## config.mk

```make
export PLATFORM = sky130hd
export DESIGN_NAME = tvf_front
export DESIGN_NICKNAME = d
export VERILOG_FILES = /design/src/rtl/tvf_pkg.sv /design/src/rtl/tvf_front.sv
export SDC_FILE = /design/constraint.sdc
export NUM_CORES = 2
export LEC_CHECK = 0
export BUFFER_PORTS_ARGS = -buffer_cell sky130_fd_sc_hd__buf_2
export CELL_PAD_IN_SITES_DETAIL_PLACEMENT = 1
export CELL_PAD_IN_SITES_GLOBAL_PLACEMENT = 1
export CORE_UTILIZATION = 42
export DETAILED_ROUTE_END_ITERATION = 8
export GPL_TIMING_DRIVEN = 0
export PLACE_DENSITY_LB_ADDON = 0.1
export SETUP_SLACK_MARGIN = 0.05
export SYNTH_ARGS = -nofsm -noshare
export SYNTH_HDL_FRONTEND = slang
export SYNTH_SLANG_ARGS = --single-unit
```

## constraint.sdc

```tcl
create_clock -name clk -period 11.9 [get_ports clk]
set_input_delay 2.38 -clock clk [delete_from_list [all_inputs] [get_ports clk]]
set_output_delay 2.38 -clock clk [all_outputs]
set_load 0.02 [all_outputs]
```

## src/rtl/tvf_pkg.sv

```systemverilog
// ----------------------------------------------------------------------------
// tvf_pkg
// Shared types and constants of the TSDF voxel fusion update block.
// ----------------------------------------------------------------------------
package tvf_pkg;

  // Register indexes of the configuration port, taken from paddr[4:2].
  localparam logic [2:0] REG_TRUNC     = 3'd0;
  localparam logic [2:0] REG_MIN_DEPTH = 3'd1;
  localparam logic [2:0] REG_MAX_DEPTH = 3'd2;
  localparam logic [2:0] REG_MAX_WGT   = 3'd3;
  localparam logic [2:0] REG_CONF_FLR  = 3'd4;
  localparam logic [2:0] REG_POSE_CONF = 3'd5;
  localparam logic [2:0] REG_DEPTH_SCL = 3'd6;

  // Entries of the queue between the front and the back.
  localparam int QDEPTH = 4;
  localparam int QAW    = 2;

  typedef struct packed {
    logic signed [31:0] voxel_depth;
    logic [31:0]        observed_raw_depth;
    logic               depth_valid;
    logic [7:0]         pixel_confidence;
    logic signed [15:0] old_distance;
    logic [31:0]        old_weight;
    logic [47:0]        old_color;
    logic [47:0]        sample_color;
    logic [31:0]        old_count;
  } in_t;

  typedef struct packed {
    logic               updated;
    logic signed [15:0] new_distance;
    logic [31:0]        new_weight;
    logic [47:0]        new_color;
    logic [31:0]        new_count;
  } out_t;

  typedef struct packed {
    logic [31:0] truncation_distance;
    logic [31:0] min_depth;
    logic [31:0] max_depth;
    logic [31:0] max_weight;
    logic [7:0]  confidence_floor;
    logic [16:0] pose_confidence;
    logic [31:0] depth_scale;
  } cfg_t;

  // One classified request handed from the front to the back.
  typedef struct packed {
    logic        ok;
    logic        neg;
    logic [31:0] mag;
    logic [15:0] od;
    logic [31:0] ow;
    logic [47:0] ocol;
    logic [47:0] scol;
    logic [31:0] ocnt;
    logic [31:0] comb;
    logic [31:0] con;
    logic [31:0] ret;
  } job_t;

  // Side data that travels with the distance-averaging divider.
  typedef struct packed {
    logic        ok;
    logic        dneg;
    logic [15:0] od;
    logic [31:0] ow;
    logic [47:0] ocol;
    logic [31:0] ocnt;
    logic [31:0] comb;
  } avg_tag_t;

endpackage

```

## src/rtl/tvf_front.sv

```systemverilog
// ----------------------------------------------------------------------------
// tvf_front
// Accepts requests, scales the depth, applies the rejection tests and works
// out the sample weight and the combined weight.
// ----------------------------------------------------------------------------
module tvf_front #(
  parameter int FRAC_BITS = 16
) (
  input  logic               clk,
  input  logic               rst_n,
  input  logic               acc,
  input  tvf_pkg::in_t       item,
  input  tvf_pkg::cfg_t      cfg,
  output logic [1:0]         inflight,
  output logic               push,
  output tvf_pkg::job_t      job
);

  // floor(y / 255) == (y * Recip255) >> 39 for any 32-bit y.
  localparam logic [31:0] Recip255 = 32'h80808081;
  localparam int          RecipSh  = 39;

  logic               va_r, vb_r;
  tvf_pkg::in_t       ia_r, ib_r;
  logic [63:0]        rawp_r;
  logic [24:0]        cp_r;

  logic               okb_r;
  logic               negb_r;
  logic [31:0]        magb_r;
  logic [63:0]        m_r;

  logic [16:0]        pose;
  logic [63:0]        obs;
  logic signed [65:0] sd;
  logic signed [65:0] tr_s;
  logic               ok_b;
  logic [31:0]        trunc;
  logic [63:0]        ywide;
  logic [31:0]        y;
  logic [63:0]        m_nxt;
  logic [65:0]        sdc;

  logic [24:0]        sw;
  logic [31:0]        cap;
  logic [32:0]        sum;
  logic [31:0]        comb;
  logic [31:0]        con;

  assign pose  = (cfg.pose_confidence > 17'h10000) ? 17'h10000 : cfg.pose_confidence;
  assign trunc = (cfg.truncation_distance == '0) ? 32'd1 : cfg.truncation_distance;

  // Second stage: depth tests, signed distance and the weight product.
  always_comb begin
    obs  = rawp_r >> FRAC_BITS;
    sd   = $signed({2'b00, obs}) - $signed({{34{ia_r.voxel_depth[31]}}, ia_r.voxel_depth});
    tr_s = $signed({34'b0, trunc});
    ok_b = 1'b1;
    if ($signed({ia_r.voxel_depth[31], ia_r.voxel_depth}) <= $signed({1'b0, cfg.min_depth}))
      ok_b = 1'b0;
    if (!ia_r.depth_valid)
      ok_b = 1'b0;
    if (obs < {32'b0, cfg.min_depth} || obs > {32'b0, cfg.max_depth})
      ok_b = 1'b0;
    if (ia_r.pixel_confidence < cfg.confidence_floor)
      ok_b = 1'b0;
    if (sd < -tr_s)
      ok_b = 1'b0;
    sdc   = (sd > tr_s) ? tr_s : sd;
    ywide = (64'(cp_r) << FRAC_BITS) >> 16;
    y     = ywide[31:0];
    m_nxt = y * Recip255;
  end

  // Third stage: sample weight and weight split, then into the queue.
  always_comb begin
    sw   = m_r[RecipSh +: 25];
    cap  = (cfg.max_weight == '0) ? 32'd1 : cfg.max_weight;
    sum  = {1'b0, ib_r.old_weight} + 33'(sw);
    comb = (sum > {1'b0, cap}) ? cap : sum[31:0];
    con  = (32'(sw) < comb) ? 32'(sw) : comb;

    job      = '0;
    job.ok   = okb_r && (sw != '0);
    job.neg  = negb_r;
    job.mag  = magb_r;
    job.od   = ib_r.old_distance;
    job.ow   = ib_r.old_weight;
    job.ocol = ib_r.old_color;
    job.scol = ib_r.sample_color;
    job.ocnt = ib_r.old_count;
    job.comb = comb;
    job.con  = con;
    job.ret  = comb - con;
  end

  assign push     = vb_r;
  assign inflight = {1'b0, va_r} + {1'b0, vb_r};

  always_ff @(posedge clk) begin
    if (!rst_n) begin
      va_r <= 1'b0;
      vb_r <= 1'b0;
    end else begin
      va_r <= acc;
      vb_r <= va_r;
    end
    ia_r   <= item;
    rawp_r <= 64'(item.observed_raw_depth) * 64'(cfg.depth_scale);
    cp_r   <= 25'(item.pixel_confidence) * 25'(pose);
    ib_r   <= ia_r;
    okb_r  <= ok_b;
    negb_r <= sdc[65];
    magb_r <= sdc[65] ? 32'(-sdc) : sdc[31:0];
    m_r    <= m_nxt;
  end

endmodule

```

# After elaboration in Yosys (flattened, before gate mapping)
# Index checks and enable logic that the tools add are counted.
# Widths: inputs -> output; s select.
# word_totals
ff_bits	575
input_bits	437
output_inout_bits	309
wordCells	54
# classes
addsub	6
n_mul	3
n_lt_le_gt_ge	9
muxes	8
bitwise_logic	1
n_reduce_logical	6
# op_table
cell	count
$mux 32	5
$lt 50x66->1	1
$mux 66	1
$neg 32->66	1
$logic_not 32->1	2
$mul 32x32->64	1
$mul 25x32->57 const B	1
$gt 50x33->1	1
$sub 49x32->50	1
$gt 48x32->1	1
$lt 48x32->1	1
$add 32x18->33	1
$gt 33x32->1	1
$le 32x33->1	1
$lt 18x32->1	1
$neg 32->32	1
$sub 32x32->32	1
$mul 8x17->25	1
$reduce_bool 25->1	1
$gt 17x17->1 const B	1
$mux 17	1
$lt 8x8->1	1
$reduce_or 4->1	1
$add 1x1->2	1
other kinds (4)	4

# Longest topological paths before layout
# logic_depth
word_depth	7
ltp_mapped	53
ltp_nobuf	48

# Worst setup path before layout
# No wires, ideal clock.
# synth_timing
kind	input -> output
start	in cfg[66] in the netlist's numbering
end	out job[29] in the netlist's numbering
arrival_time_ps	10801
required_time_ps	9520
slack_ps	-1281
cell_stages	44
n_path_buf	5
path_cell_list	nor4_1 > nand4_1 > nor4_1 > a41o_1 > ha_1 > nand2b_1 > a21oi_1 > a211oi_1 > o21ai_1 > a221oi_1 > o21ai_1 > a21oi_1 > a211oi_2 > nor2_2 > buf_6 > clkbuf_1 > clkbuf_1 > nand2_1 > [... 8 more ...] > nand4b_1 > buf_4 > buf_2 > mux2i_1 > ha_1 > nor2b_1 > o21ai_0 > a21boi_0 > o21ai_0 > a21boi_0 > o2111ai_1 > a31oi_1 > a2111oi_0 > o21ai_0 > a31oi_1 > nor4b_4 > nor4b_2 > xor2_1
# synth_rtl
item	line	source
start, declared	tvf_front.sv:13	input tvf_pkg::cfg_t cfg,
end, declared	tvf_front.sv:16	output tvf_pkg::job_t job

==> impl_metrics.json <==
{
  "run_status": "finished, violations left",
  "violations": "negative setup slack",
  "root_buffer": "clkbuf_16",
  "first_pass_iters": 5,
  "fp-row-count": 142,
  "die-area_sq_um": 153000,
  "critPathBufInv": 8,
  "multi_input_area_sq_um": 47900,
  "hold_class": "reg2reg",
  "crit_required_ns": 9.52,
  "cts_tree": "done",
  "maxSlewHeadroom_pct": 7.80,
  "fin_worst_skew_ns": 0.0781,
  "worst_path_max_delay_cell": "a2111oi_4",
  "drc": 0,
  "clock_latency_ns": 0.69,
  "drive_gt1_share_pct": 13.9,
  "worst_pin_slew_ns": 1.37,
  "cap_viol_max_count": 0,
  "antenna_found_initial": 79,
  "critPathMaxStageDelay_ns": 0.40,
  "avgViaCountPerCell": 5.35,
  "dp_hpwl_um": 218000,
  "pre_cts_slack_ns": -3.07,
  "ys_warn_count": 0,
  "mostFrequentLayoutCell": "inv_1",
  "criticalPathCategory": "in2out",
  "yosysSeqAreaShare_pct": 16.4,
  "synth_edf_count": 0,
  "maxSlewViolCount": 0,
  "clkSinkCount": 520,
  "io_pins": 746,
  "die_h_um": 391,
  "grt-ovfl-total": 0,
  "fmax_mhz": 76.0,
  "async_flop_share_pct": 0,
  "cts_hold_buf": 0,
  "synth.distinct_cells": 95,
  "cp_top_family": "compound AO/OA/AOI/OAI gates",
  "critical_path.startpoint_type": "input port",
  "rsz0062_at_grt": "yes",
  "crit_arrival_ns": 10.78,
  "layout_setup_ws_ns": -1.26,
  "syn_area_sq_um": 63600,
  "drt-total-wl_um": 254000,
  "final_cell_mix": "inv_1 (1,361), fa_1 (1,010), nand2_1 (940)",
  "drt-initial-drc-count": 3006,
  "path_max_fanout": 6,
  "grt_use_total_pct": 33.3,
  "cts.clk_slew.worst_paths_ns": 0.07,
  "synth.avg_cell_area_sq_um": 9.18,
  "die_w_um": 391,
  "min_period_ns": 13.16,
  "drtAntennaViolNets": 0,
  "nFillCells": 17600,
  "nNetsFinal": 10000,
  "synth_flop_cell": "dfxtp_1",
  "coreArea_sq_um": 150000,
  "syn_inst": 6926,
  "start_util_pct": 42.4,
  "regArea_sq_um": 10400,
  "critPathMostFrequentCell": "o21ai_2",
  "area_delta_synth_final_pct": 15.8,
  "grt_pass1_wl_um": 371000,
  "max-clock-path-buffers": 3,
  "grt_pass1_vias": 56600,
  "setup_viol": 24,
  "numCtsBuffers": 55,
  "htree_num_levels": 2,
  "wl_per_cell_um": 25.7,
  "synth_seq_cells": 520,
  "port_buffers": 717,
  "r2r_setup_slack_ns": 1.73,
  "grt_start_max_net_pins": 27,
  "routabilityCongestion": 0.995,
  "critPathCaptureType": "primary output",
  "final-hold-violation-count": 0,
  "via_count": 53000,
  "finalCritPeriodShare_pct": 111
}
## cells by family after synthesis
family,synth area share [%]
adders and majority gates,47.4
xor gates and xnor gates,2.84
and+or+nand+nor,15.0
AOI/OAI and AO/OA,7.52
other,0.00590
DFF,16.4
buffers and inverters,9.78
muxes,1.05
## flip-flops by register name, indices dropped and copies added, names as in the netlist
name    count
ia_r      217
job       176
rawp_r     48
magb_r     32
cp_r       25
m_r        18
negb_r      1
okb_r       1
push        1
va_r        1
## worst register-to-register path, delay by kind of cell, from the launching register on
family          cells  cell delay (ns)
compound gates     15             3.86
simple gates       10             3.29
fa+ha+maj           4             1.12
buf+inv             5             0.70
xor+xnor            1             0.63
flops               1             0.32
mux                 1             0.20
## per-layer routing
layer | vias up | wire length (um) | global-route usage (%)
met1 | 27000 | 104000 | 42.6
met4 | 50 | 13200 | 15.1
met2 | 1957 | 116000 | 53.1
met3 | 533 | 21400 | 8.04
met5 | - | 322 | 0
li1 | 23400 | - | -
## metrics by stage
| step | std cells | TNS, ns | util (%) | hold slack [ns] | cell area (sq um) |
|---|---|---|---|---|---|
| 6_report | 9906 | -20.88 | 49.1 | 0.309 | 73600 |
| 5_1_grt | 9879 | -28.74 | 49.0 | 0.309 | 73500 |
| 4_1_cts | 9846 | -23.30 | 48.8 | 0.303 | 73100 |
| 3_5_place_dp | 9689 | -81.94 | 46.8 | 0.313 | 70100 |
| 3_3_place_gp | 9688 | -72.83 | 46.8 | 0.310 | 70100 |
| 2_1_floorplan | 6955 | -1.08 | - | 0.310 | 64000 |
## synth_stat cells (7+ instances only)
master	count	share of area, %
nor3b_1	7	0.083
or2_2	13	0.13
a21boi_0	11	0.13
ha_1	792	16
and4_1	8	0.11
clkbuf_1	225	1.3
nand3b_1	8	0.094
xnor2_1	137	1.9
o21bai_1	19	0.22
a21o_1	117	1.4
o21ai_0	143	1.1
o2111ai_1	7	0.096
o21ai_1	12	0.094
nand4_1	80	0.79
nand3_1	52	0.41
nand2b_1	50	0.49
o21a_1	40	0.47
o211ai_1	12	0.14
a2111oi_0	8	0.11
nand2_1	951	5.6
nor3_1	68	0.54
buf_1	12	0.071
nor2_1	184	1.1
a31oi_1	19	0.19
nor2b_1	62	0.61
or3_1	9	0.089
o31ai_1	11	0.13
fa_1	1011	32
buf_4	16	0.19
a211oi_1	28	0.33
inv_1	1363	8.0
xor2_1	67	0.92
a211o_1	13	0.18
nor4_1	42	0.41
mux2_2	8	0.14
mux2_4	16	0.38
a21oi_1	221	1.7
and2_1	374	3.7
dfxtp_1	520	16
and3_1	37	0.36
mux2i_1	27	0.43
## final timing paths
kind                              to  cells past startpoint               start
setup reg to reg  magb_r[26]$_DFF_P_                     36  rawp_r[16]$_DFF_P_
hold reg to reg     job[164]$_DFF_P_                      0    ia_r[68]$_DFF_P_
hold / removal      job[164]$_DFF_P_                      0    ia_r[68]$_DFF_P_
setup / recovery             job[29]                     46             cfg[65]
## what timing repair did
action / in CTS / in global routing
hold endpoints to repair: 0 / 0
gates resized for setup: 145 / 74
gates cloned: 0 / 1
buffers inserted: 56 / 26
pin swaps: 50 / 36
setup endpoints to repair: 60 / 41
## layout make-up
class	instances	share of cell area (%)
clock buffer	70	2.03
clock inverter	31	0.597
sequential	520	14.1
timing repair buffer	789	5.88
tap	2016	3.43
antenna	45	0.153
inverter	1366	6.97
multi-input combinational	4808	65.1
buffer	261	1.68
Power is not shown: default switching activity piles up to over one toggle a cycle in this logic, so the estimate is an artifact.
