--- src/rtl/tvf_pkg.sv ---
// ----------------------------------------------------------------------------
// tvf_pkg
// Shared types and constants of the TSDF voxel fusion update block.
// ----------------------------------------------------------------------------
package tvf_pkg;

  // Register indexes of the configuration port, taken from paddr[4:2].
  localparam logic [2:0] REG_TRUNC     = 3'd0;
  localparam logic [2:0] REG_MIN_DEPTH = 3'd1;
  localparam logic [2:0] REG_MAX_DEPTH = 3'd2;
  localparam logic [2:0] REG_MAX_WGT   = 3'd3;
  localparam logic [2:0] REG_CONF_FLR  = 3'd4;
  localparam logic [2:0] REG_POSE_CONF = 3'd5;
  localparam logic [2:0] REG_DEPTH_SCL = 3'd6;

  // Entries of the queue between the front and the back.
  localparam int QDEPTH = 4;
  localparam int QAW    = 2;

  typedef struct packed {
    logic signed [31:0] voxel_depth;
    logic [31:0]        observed_raw_depth;
    logic               depth_valid;
    logic [7:0]         pixel_confidence;
    logic signed [15:0] old_distance;
    logic [31:0]        old_weight;
    logic [47:0]        old_color;
    logic [47:0]        sample_color;
    logic [31:0]        old_count;
  } in_t;

  typedef struct packed {
    logic               updated;
    logic signed [15:0] new_distance;
    logic [31:0]        new_weight;
    logic [47:0]        new_color;
    logic [31:0]        new_count;
  } out_t;

  typedef struct packed {
    logic [31:0] truncation_distance;
    logic [31:0] min_depth;
    logic [31:0] max_depth;
    logic [31:0] max_weight;
    logic [7:0]  confidence_floor;
    logic [16:0] pose_confidence;
    logic [31:0] depth_scale;
  } cfg_t;

  // One classified request handed from the front to the back.
  typedef struct packed {
    logic        ok;
    logic        neg;
    logic [31:0] mag;
    logic [15:0] od;
    logic [31:0] ow;
    logic [47:0] ocol;
    logic [47:0] scol;
    logic [31:0] ocnt;
    logic [31:0] comb;
    logic [31:0] con;
    logic [31:0] ret;
  } job_t;

  // Side data that travels with the distance-averaging divider.
  typedef struct packed {
    logic        ok;
    logic        dneg;
    logic [15:0] od;
    logic [31:0] ow;
    logic [47:0] ocol;
    logic [31:0] ocnt;
    logic [31:0] comb;
  } avg_tag_t;

endpackage

--- src/rtl/tvf_fifo.sv ---
// ----------------------------------------------------------------------------
// tvf_fifo
// Short queue of classified requests between the front and the back.
// ----------------------------------------------------------------------------
module tvf_fifo (
  input  logic                       clk,
  input  logic                       rst_n,
  input  logic                       push,
  input  tvf_pkg::job_t              wdata,
  input  logic                       pop,
  output tvf_pkg::job_t              rdata,
  output logic                       empty,
  output logic [tvf_pkg::QAW:0]      cnt
);

  tvf_pkg::job_t             mem [tvf_pkg::QDEPTH];
  logic [tvf_pkg::QAW-1:0]   wp_r, wp_nxt;
  logic [tvf_pkg::QAW-1:0]   rp_r, rp_nxt;
  logic [tvf_pkg::QAW:0]     cnt_r, cnt_nxt;
  logic                      do_pop;

  assign do_pop = pop && (cnt_r != '0);
  assign empty  = (cnt_r == '0);
  assign cnt    = cnt_r;
  assign rdata  = mem[rp_r];

  always_comb begin
    wp_nxt  = push ? wp_r + 1'b1 : wp_r;
    rp_nxt  = do_pop ? rp_r + 1'b1 : rp_r;
    cnt_nxt = cnt_r + {{tvf_pkg::QAW{1'b0}}, push} - {{tvf_pkg::QAW{1'b0}}, do_pop};
  end

  always_ff @(posedge clk) begin
    if (!rst_n) begin
      wp_r  <= '0;
      rp_r  <= '0;
      cnt_r <= '0;
    end else begin
      wp_r  <= wp_nxt;
      rp_r  <= rp_nxt;
      cnt_r <= cnt_nxt;
    end
    if (push) begin
      mem[wp_r] <= wdata;
    end
  end

endmodule

--- config.mk ---
export PLATFORM = sky130hd
export DESIGN_NAME = tvf_fifo
export DESIGN_NICKNAME = d
export VERILOG_FILES = /design/src/rtl/tvf_pkg.sv /design/src/rtl/tvf_fifo.sv
export SDC_FILE = /design/constraint.sdc
export NUM_CORES = 1
export LEC_CHECK = 0
export ABC_AREA = 1
export BUFFER_PORTS_ARGS = -buffer_cell sky130_fd_sc_hd__buf_2
export CAP_MARGIN = 20
export CORE_UTILIZATION = 25
export DETAILED_ROUTE_END_ITERATION = 8
export PLACE_DENSITY = 0.51
export RECOVER_POWER = 50
export SYNTH_ARGS = -nofsm -noshare
export SYNTH_HDL_FRONTEND = slang
export SYNTH_SLANG_ARGS = --single-unit
--- constraint.sdc ---
create_clock -name clk -period 7.3 [get_ports clk]
set_input_delay 0.365 -clock clk [delete_from_list [all_inputs] [get_ports clk]]
set_output_delay 0.365 -clock clk [all_outputs]
set_load 0.005 [all_outputs]
# Word-level counts from Yosys, hierarchy flattened
# Memories as Yosys holds them, arrays and structs flattened. A register that Yosys moved wholly into a read port is not among the register bits.
# Index checks and enable logic that the tools add are counted.
[classes]
n_addsub = 4
mux = 4
reduce_logical = 3
[ops]
columns = ["op", "count"]
rows = [
  ["$add 2x1->2 const B", 2],
  ["$mux 2", 2],
  ["$add 3x1->3", 1],
  ["$logic_not 3->1", 1],
  ["$reduce_bool 3->1", 1],
  ["$sub 3x1->3", 1],
  ["$mux 1", 2],
  ["$logic_and 1x1->1", 1],
]
[word_totals]
register_bits = 7
mem_bits_rw = 1224
in_bits = 310
output_inout_bits = 310
word_cells = 15
mem_count = 1
[memory_table]
columns = ["memory", "depth", "width", "rd", "rd_clocked_by_memory_dff", "wr", "line_no", "source"]
rows = [
  ["mem", 4, 306, 1, 1, 1, "tvf_fifo.sv:16", "tvf_pkg::job_t mem [tvf_pkg::QDEPTH];"],
]

# Logic depth before layout (Yosys ltp)
# Gate-level depths: netlist of the first run.
[depth]
ltp_word = 4
ltp_mapped = 12
ltp_nobuf = 12

# Worst setup path after synthesis of the first run
# No wires, ideal clock.
[synth_path]
path_type = "reg-to-reg"
start = "register wp_r[0] (netlist bit)"
end = "memory mem[2][0] (netlist bit), enable pin"
setup_ps = 656
arrival_time_ps = 6450
required_ps = 6644
slack_ps = 194
stages_incl_launch_ff = 5
path_buffers = 0
synth_period_minus_slack_ps = 7106
path_cell_list = "dfxtp_1 > inv_1 > ha_1 > nand2_1 > inv_1"
[synth_lines]
columns = ["item", "line_no", "source"]
rows = [
  ["start: declaration", "tvf_fifo.sv:17", "logic [tvf_pkg::QAW-1:0] wp_r, wp_nxt;"],
  ["start signal: assignment", "tvf_fifo.sv:39", "wp_r <= wp_nxt;"],
  ["end: declaration", "tvf_fifo.sv:16", ""],
]
# No word-level cell before the write port.

# Worst setup path after layout of the first run
[layout_path]
start = "register wp_r[0] (netlist bit)"
end = "memory mem[0][156] (netlist bit), enable pin"
# No word-level cell before the write port.

==> impl_metrics.env, run 1 <==
export IMPL_outcome="finished with violations"
export IMPL_violations="max-capacitance violations, max-slew violations"
export IMPL_place_gp_congestion=0.7616
export IMPL_synth_top_area_share_pct=80.77
export IMPL_cts_sinks=1233
export IMPL_max_slew_margin_pct=-129.1
export IMPL_drive_gt1_share_pct=13.05
export IMPL_crit_slowest_cell="clkinvlp_2"
export IMPL_drc=0
export IMPL_die_area_um2=183700
export IMPL_cts_tree="built"
export IMPL_pin_count=620
export IMPL_crit_arrival_ns=5.42
export IMPL_synth_area_top_cells="edfxtp_1 81%, o21ai_0 6.0%, nor2_1 5.1%"
export IMPL_critPathRequiredTime_ns=7.58
export IMPL_avgSynthCellArea_um2=15.08
export IMPL_rsz0062_at_grt="no"
export IMPL_worstPathMaxFanout=131
export IMPL_synth_top_cell_by_area="edfxtp_1"
export IMPL_worstPathCellList="inv_1 > ha_1 > nand2_1 > clkinvlp_2 > buf_12"
export IMPL_synth_nets=3335
export IMPL_end_kind="flip-flop"
export IMPL_hold_viol_final=0
export IMPL_synth_warnings=0
export IMPL_grt_max_degree=330
export IMPL_via_per_inst=4.432
export IMPL_routed_wl_um=124700
export IMPL_die_h_um=428.6
export IMPL_ant_nets=0
export IMPL_start_util_pct=25.18
export IMPL_stdcell_area_um2=58050
export IMPL_path_clk_slew_ns=0.06
export IMPL_critPathMaxStageDelay_ns=2.53
export IMPL_antenna_found_initial=15
export IMPL_syn_area_um2=45510
export IMPL_combinationalPowerShare_pct=19.4
export IMPL_place_area_um2=50950
export IMPL_multi_input_area_um2=7486
export IMPL_setup_violations_final=0
export IMPL_io_buffers=619
export IMPL_crit_type="flip-flop to flip-flop"
export IMPL_fillCellCount=17980
export IMPL_cts_buffers=140
export IMPL_drv_slew=167
export IMPL_synth_distinct_cells=19
export IMPL_clkPwrFrac_pct=36.0
export IMPL_pwr_density_cell_nw_per_um2=317.6
export IMPL_drt_initial_drc_count=1573
export IMPL_synth_seq_cells=1233
export IMPL_tightestPinTransition_ns=3.418
export IMPL_p_int_mw=13.11
export IMPL_grt_pass1_vias=27520
export IMPL_htree_levels=4
export IMPL_syn_inst=3018
export IMPL_fp_dieW_um=428.6
export IMPL_coreArea_um2=180700
export IMPL_post_dp_hpwl_um=70480
export IMPL_startpoint_type="flip-flop"
export IMPL_area_delta_synth_final_pct=27.56
export IMPL_ir_drop_mv=0.2822
export IMPL_p_leak_nw=19.10
export IMPL_dr_pass1_iters=5
export IMPL_post_cts_buffers=0
export IMPL_wire_per_inst_um=19.52
export IMPL_yosysSeqAreaShare_pct=81.17
export IMPL_clkLatencyLatePin_ns=0.78
export IMPL_grt_first_pass_wirelength_um=182000
export IMPL_regArea_um2=36940
export IMPL_fin_crit_ns=5.135
export IMPL_switching_share_pct=28.89
export IMPL_dr_total_vias=28320
export IMPL_clockBufferDepth=3
export IMPL_p_switching_mw=5.326
export IMPL_clock_root_buffer="clkbuf_16"
export IMPL_fin_setup_tns_ns=0
export IMPL_grt_usage_pct=13.11
export IMPL_nets=4226
export IMPL_seqPwrFrac_pct=44.6
export IMPL_grt_overflow=0
export IMPL_rows=156
export IMPL_drv_cap=1
export IMPL_finalClockSkew_ns=0.04096
export IMPL_min_delay_path_class="input pin to flip-flop"
export IMPL_finalCritPeriodShare_pct=70.35
export IMPL_max_freq_mhz=194.7
metal layers:
layer  track usage, %  routed length, um  share of wire, %
met1            15.02              48880                39
met2            23.25              65280                52
met3            2.718               5318               4.3
met4            6.187               5245               4.2
met5                0                 10            0.0080
layout make-up:
class	count	area share, %
multi-input cells	1565	12.90
clock inverters	73	1.218
repair buffers	951	10.58
well taps	2370	5.108
diodes	10	0.04311
clock buffers	169	6.296
flip-flops and latches	1233	63.64
inverters	18	0.2155
registers in the layout, indices dropped and copies added (netlist names), named ones only:
register and cells:
wp_r 2, cnt 3, mem 1224, rp_r 2
final timing paths:
| kind | startpoint | to | slack (ns) | depth (start not counted) |
|---|---|---|---|---|
| max | wp_r[0] | mem[0][156] | 2.16 | 5 |
| min | wdata[13] | mem[3][13] | 0.38 | 2 |
| max reg2reg | wp_r[0] | mem[0][156] | 2.16 | 5 |
| min reg2reg | rp_r[0] | rp_r[0] | 0.49 | 2 |
cell usage after synthesis:
cell,count
nand3_1,2
buf_4,14
inv_2,1
nor2_1,619
dfxtp_1,9
buf_6,9
a21oi_1,5
o21ai_0,544
clkbuf_1,76
o22ai_1,306
clkbuf_4,1
inv_1,16
o21ai_1,70
inv_8,1
fa_1,1
buf_2,102
nand2_1,12
edfxtp_1,1224
ha_1,6
cell usage in the layout, fill, tap and decap left out, types with 2 or more instances in the layout:
cell              n
ha_1              6
nor2_1          619
o21ai_0         544
dfxtp_4           2
clkinv_16         6
diode_2          10
buf_2           311
inv_6             6
clkbuf_16       142
a21oi_1           5
buf_4             9
clkinv_1         33
nand3_1           2
clkbuf_1        335
bufinv_16         6
buf_12           13
clkinv_4          3
inv_8             4
dfxtp_1           7
nand2_1          12
clkinv_2         13
dlygate4sd3_1   310
inv_1            12
edfxtp_1       1224
o22ai_1         306
clkinv_8          5
o21ai_1          70
cells by family (layout without fill, tap and decap cells):
logic type / count (synthesis) / after routing / share of synthesized area, %
adder cells (fa/ha/maj): 7 / 7 / 0.2090
flip-flops: 1233 / 1233 / 81.17
AO/OA/AOI/OAI: 925 / 925 / 11.01
other: 0 / 10 / 0
AND/OR/NAND/NOR: 633 / 633 / 5.227
buffers and inverters: 220 / 1211 / 2.384
critical path: cells and delay by family (launching register included):
kind                       cells  cell delay, ns
DFF                            1            0.35
buffers and inverters          3            3.70
and+or+nand+nor                1            0.08
adders and majority gates      1            0.20
through the flow:
stage	hold slack (ns)	utilization, %	power (mW)	setup WS, ns	cells
global placement	0.4638	28.19	11.86	3.869	5827
floorplan	0.4481	-	10.25	0.1943	3018
detailed placement	0.4764	28.19	11.88	3.820	5827
finish	0.3843	32.12	18.44	2.165	6389
CTS	0.2487	32.32	18.72	2.963	6379
global route	0.3284	32.12	19.24	1.720	6388
power groups by stage:
stage	Combinational [mW]	Clock, mW	Sequential, mW
after floorplan	1.85	0	8.40
after global placement	3.50	0	8.36
after detailed placement	3.52	0	8.36
after CTS	3.68	6.82	8.21
after global routing	3.89	7.10	8.24
final	3.58	6.65	8.21
repair_timing:
| action | in CTS | in global routing |
|---|---|---|
| resized for setup | 0 | 0 |
| endpoints found under the setup margin | 0 | 0 |
| hold endpoints to repair | 1233 | 0 |
| hold buffers | 310 | 0 |
(Power assumes the default switching activity.)
==> inputs of run 2 (changes only) <==
PLACE_DENSITY = 0.49   (was 0.51)
clock period = 5.1 ns   (was 7.3 ns; I/O delays follow)
==> run 2 against run 1 <==
The flow still finishes with violations (max-capacitance violations, max-slew violations); flip-flop and latch count unchanged; via count up 0.49%; cell count up 0.55%; total power up 42%; final area about the same; register-to-register slack worse by 1.1 ns.
==> impl_metrics.env, run 2 (same netlist as run 1, synthesis figures left out) <==
export IMPL_worstPathCellList="inv_1 > ha_1 > nand2_1 > clkinvlp_4 > clkbuf_1 > buf_12"
export IMPL_hold_viol_final=0
export IMPL_final_cell_mix="1224 x edfxtp_1, 619 x nor2_1, 544 x o21ai_0, 352 x clkbuf_1"
export IMPL_tightestPinTransition_ns=2.711
export IMPL_utilization_pct=32.14
export IMPL_critPathRequiredTime_ns=5.49
export IMPL_path_clk_slew_ns=0.06
export IMPL_p_int_mw=18.52
export IMPL_drt_initial_drc_count=1787
export IMPL_worstPathMaxFanout=122
export IMPL_dr_pass1_iters=5
export IMPL_hold_depth=2
export IMPL_drv_slew=110
export IMPL_clkLatencyLatePin_ns=0.79
export IMPL_post_dp_hpwl_um=74930
export IMPL_grt_max_degree=284
export IMPL_fillCellCount=17970
export IMPL_startpoint_type="flip-flop"
export IMPL_crit_type="flip-flop to flip-flop"
export IMPL_setup_violations_final=0
export IMPL_seqPwrFrac_pct=44.9
export IMPL_critPathTopFamily="buffers and inverters"
export IMPL_clock_root_buffer="clkbuf_16"
export IMPL_io_buffers=619
export IMPL_layout_commonest_cell="edfxtp_1"
export IMPL_min_delay_path_class="input pin to flip-flop"
export IMPL_max_slew_margin_pct=-80.71
export IMPL_outcome="finished with violations"
export IMPL_crit_slowest_cell="clkbuf_1"
export IMPL_worst_path_buf_inv=4
export IMPL_p_leak_nw=19.14
export IMPL_grt_first_pass_wirelength_um=185400
export IMPL_die_h_um=428.6
export IMPL_cts_sinks=1233
export IMPL_drc=0
export IMPL_rsz0062_at_grt="no"
export IMPL_dr_total_vias=28460
export IMPL_drv_cap=4
export IMPL_cts_tree="built"
export IMPL_via_per_inst=4.429
export IMPL_pin_count=620
export IMPL_pwr_density_cell_nw_per_um2=450.3
export IMPL_drive_gt1_share_pct=13.68
export IMPL_fin_cells=6424
export IMPL_violations="max-capacitance violations, max-slew violations"
export IMPL_fp_dieW_um=428.6
export IMPL_max_freq_mhz=248.1
export IMPL_area_delta_synth_final_pct=27.66
export IMPL_antenna_found_initial=19
export IMPL_critPathMaxStageDelay_ns=1.90
export IMPL_cts_resized=0
export IMPL_finalClockSkew_ns=0.02972
export IMPL_nets=4251
export IMPL_top_register="mem"
export IMPL_grt_usage_pct=13.42
export IMPL_ir_drop_mv=0.3550
export IMPL_place_gp_congestion=0.7660
export IMPL_fin_crit_ns=4.030
export IMPL_dp_cells=5854
export IMPL_rows=156
export IMPL_finalCritPeriodShare_pct=79.02
export IMPL_largest_reg_flops=1224
export IMPL_end_kind="flip-flop"
export IMPL_switching_share_pct=29.21
export IMPL_clkPwrFrac_pct=35.2
export IMPL_die_area_um2=183700
export IMPL_clockBufferDepth=3
export IMPL_crit_arrival_ns=4.42
export IMPL_wire_per_inst_um=19.71
export IMPL_ant_nets=0
export IMPL_r2r_cells=6
export IMPL_grt_overflow=0
export IMPL_fin_setup_tns_ns=0
export IMPL_p_switching_mw=7.639
export IMPL_coreArea_um2=180700
export IMPL_cp_depth=6
export IMPL_combinationalPowerShare_pct=19.9
export IMPL_finalPower_mw=26.16
export IMPL_cts_buffers=138
export IMPL_htree_levels=4
export IMPL_start_util_pct=25.18
export IMPL_grt_pass1_vias=27580
export IMPL_routed_wl_um=126600
## run 2: final timing paths
check	startpoint	to	slack (ns)
max	wp_r[0]	mem[0][172]	1.07
min	wdata[14]	mem[0][14]	0.25
max reg2reg	wp_r[0]	mem[0][172]	1.07
min reg2reg	rp_r[1]	flip-flop	0.52
## run 2: per-stage QoR
| stage | instance area [um^2] | hold WS, ns | setup slack (ns) |
|---|---|---|---|
| 4_1_cts | 58500 | 0.1149 | 1.391 |
| 2_1_floorplan | 45540 | 0.3526 | -0.4848 |
| 3_5_place_dp | 51220 | 0.4716 | 2.303 |
| 5_1_grt | 58090 | 0.2149 | 0.8177 |
| 6_report | 58090 | 0.2539 | 1.070 |
| 3_3_place_gp | 51220 | 0.4647 | 2.291 |
## run 2: power by group through the flow
stage / Combinational, mW / Clock [mW] / Sequential (mW)
6_report: 5.21 / 9.21 / 11.7
5_1_grt: 5.66 / 9.86 / 11.8
4_1_cts: 5.38 / 9.48 / 11.7
3_5_place_dp: 5.15 / 0 / 12.0
3_3_place_gp: 5.11 / 0 / 11.9
2_1_floorplan: 2.65 / 0 / 12.0
## run 2: final cells by class
type	instances	area [um^2]	share of cell area, %
well taps	2370	2965	5.105
diodes	12	30.03	0.05169
flip-flops and latches	1233	36940	63.59
multi-input cells	1565	7491	12.89
inverters	18	108.9	0.1874
clock buffers	181	3689	6.349
clock inverters	67	485.5	0.8357
repair buffers	978	6380	10.98
## run 2: layer usage
| metal | share of wire, % | vias to the layer above | wire length, um | global-route usage, % |
|---|---|---|---|---|
| met1 | 39 | 14280 | 49430 | 15.25 |
| met3 | 4.1 | 221 | 5231 | 2.903 |
| met5 | 0.034 | - | 43 | 0 |
| met4 | 3.8 | 6 | 4772 | 5.558 |
| li1 | - | 13350 | - | - |
| met2 | 53 | 601 | 67170 | 24.18 |
## run 2: worst register-to-register path, delay by kind of cell (launching register included)
kind	cells	cell delay (ns)
adder cells (fa/ha/maj)	1	0.16
AND/OR/NAND/NOR	1	0.07
buffers and inverters	4	2.65
flip-flops	1	0.32
## run 2: timing repair
action | 4_1_cts | 5_1_grt
buffers inserted | 0 | 0
hold buffers | 310 | 0
endpoints found under the hold margin | 1233 | 0
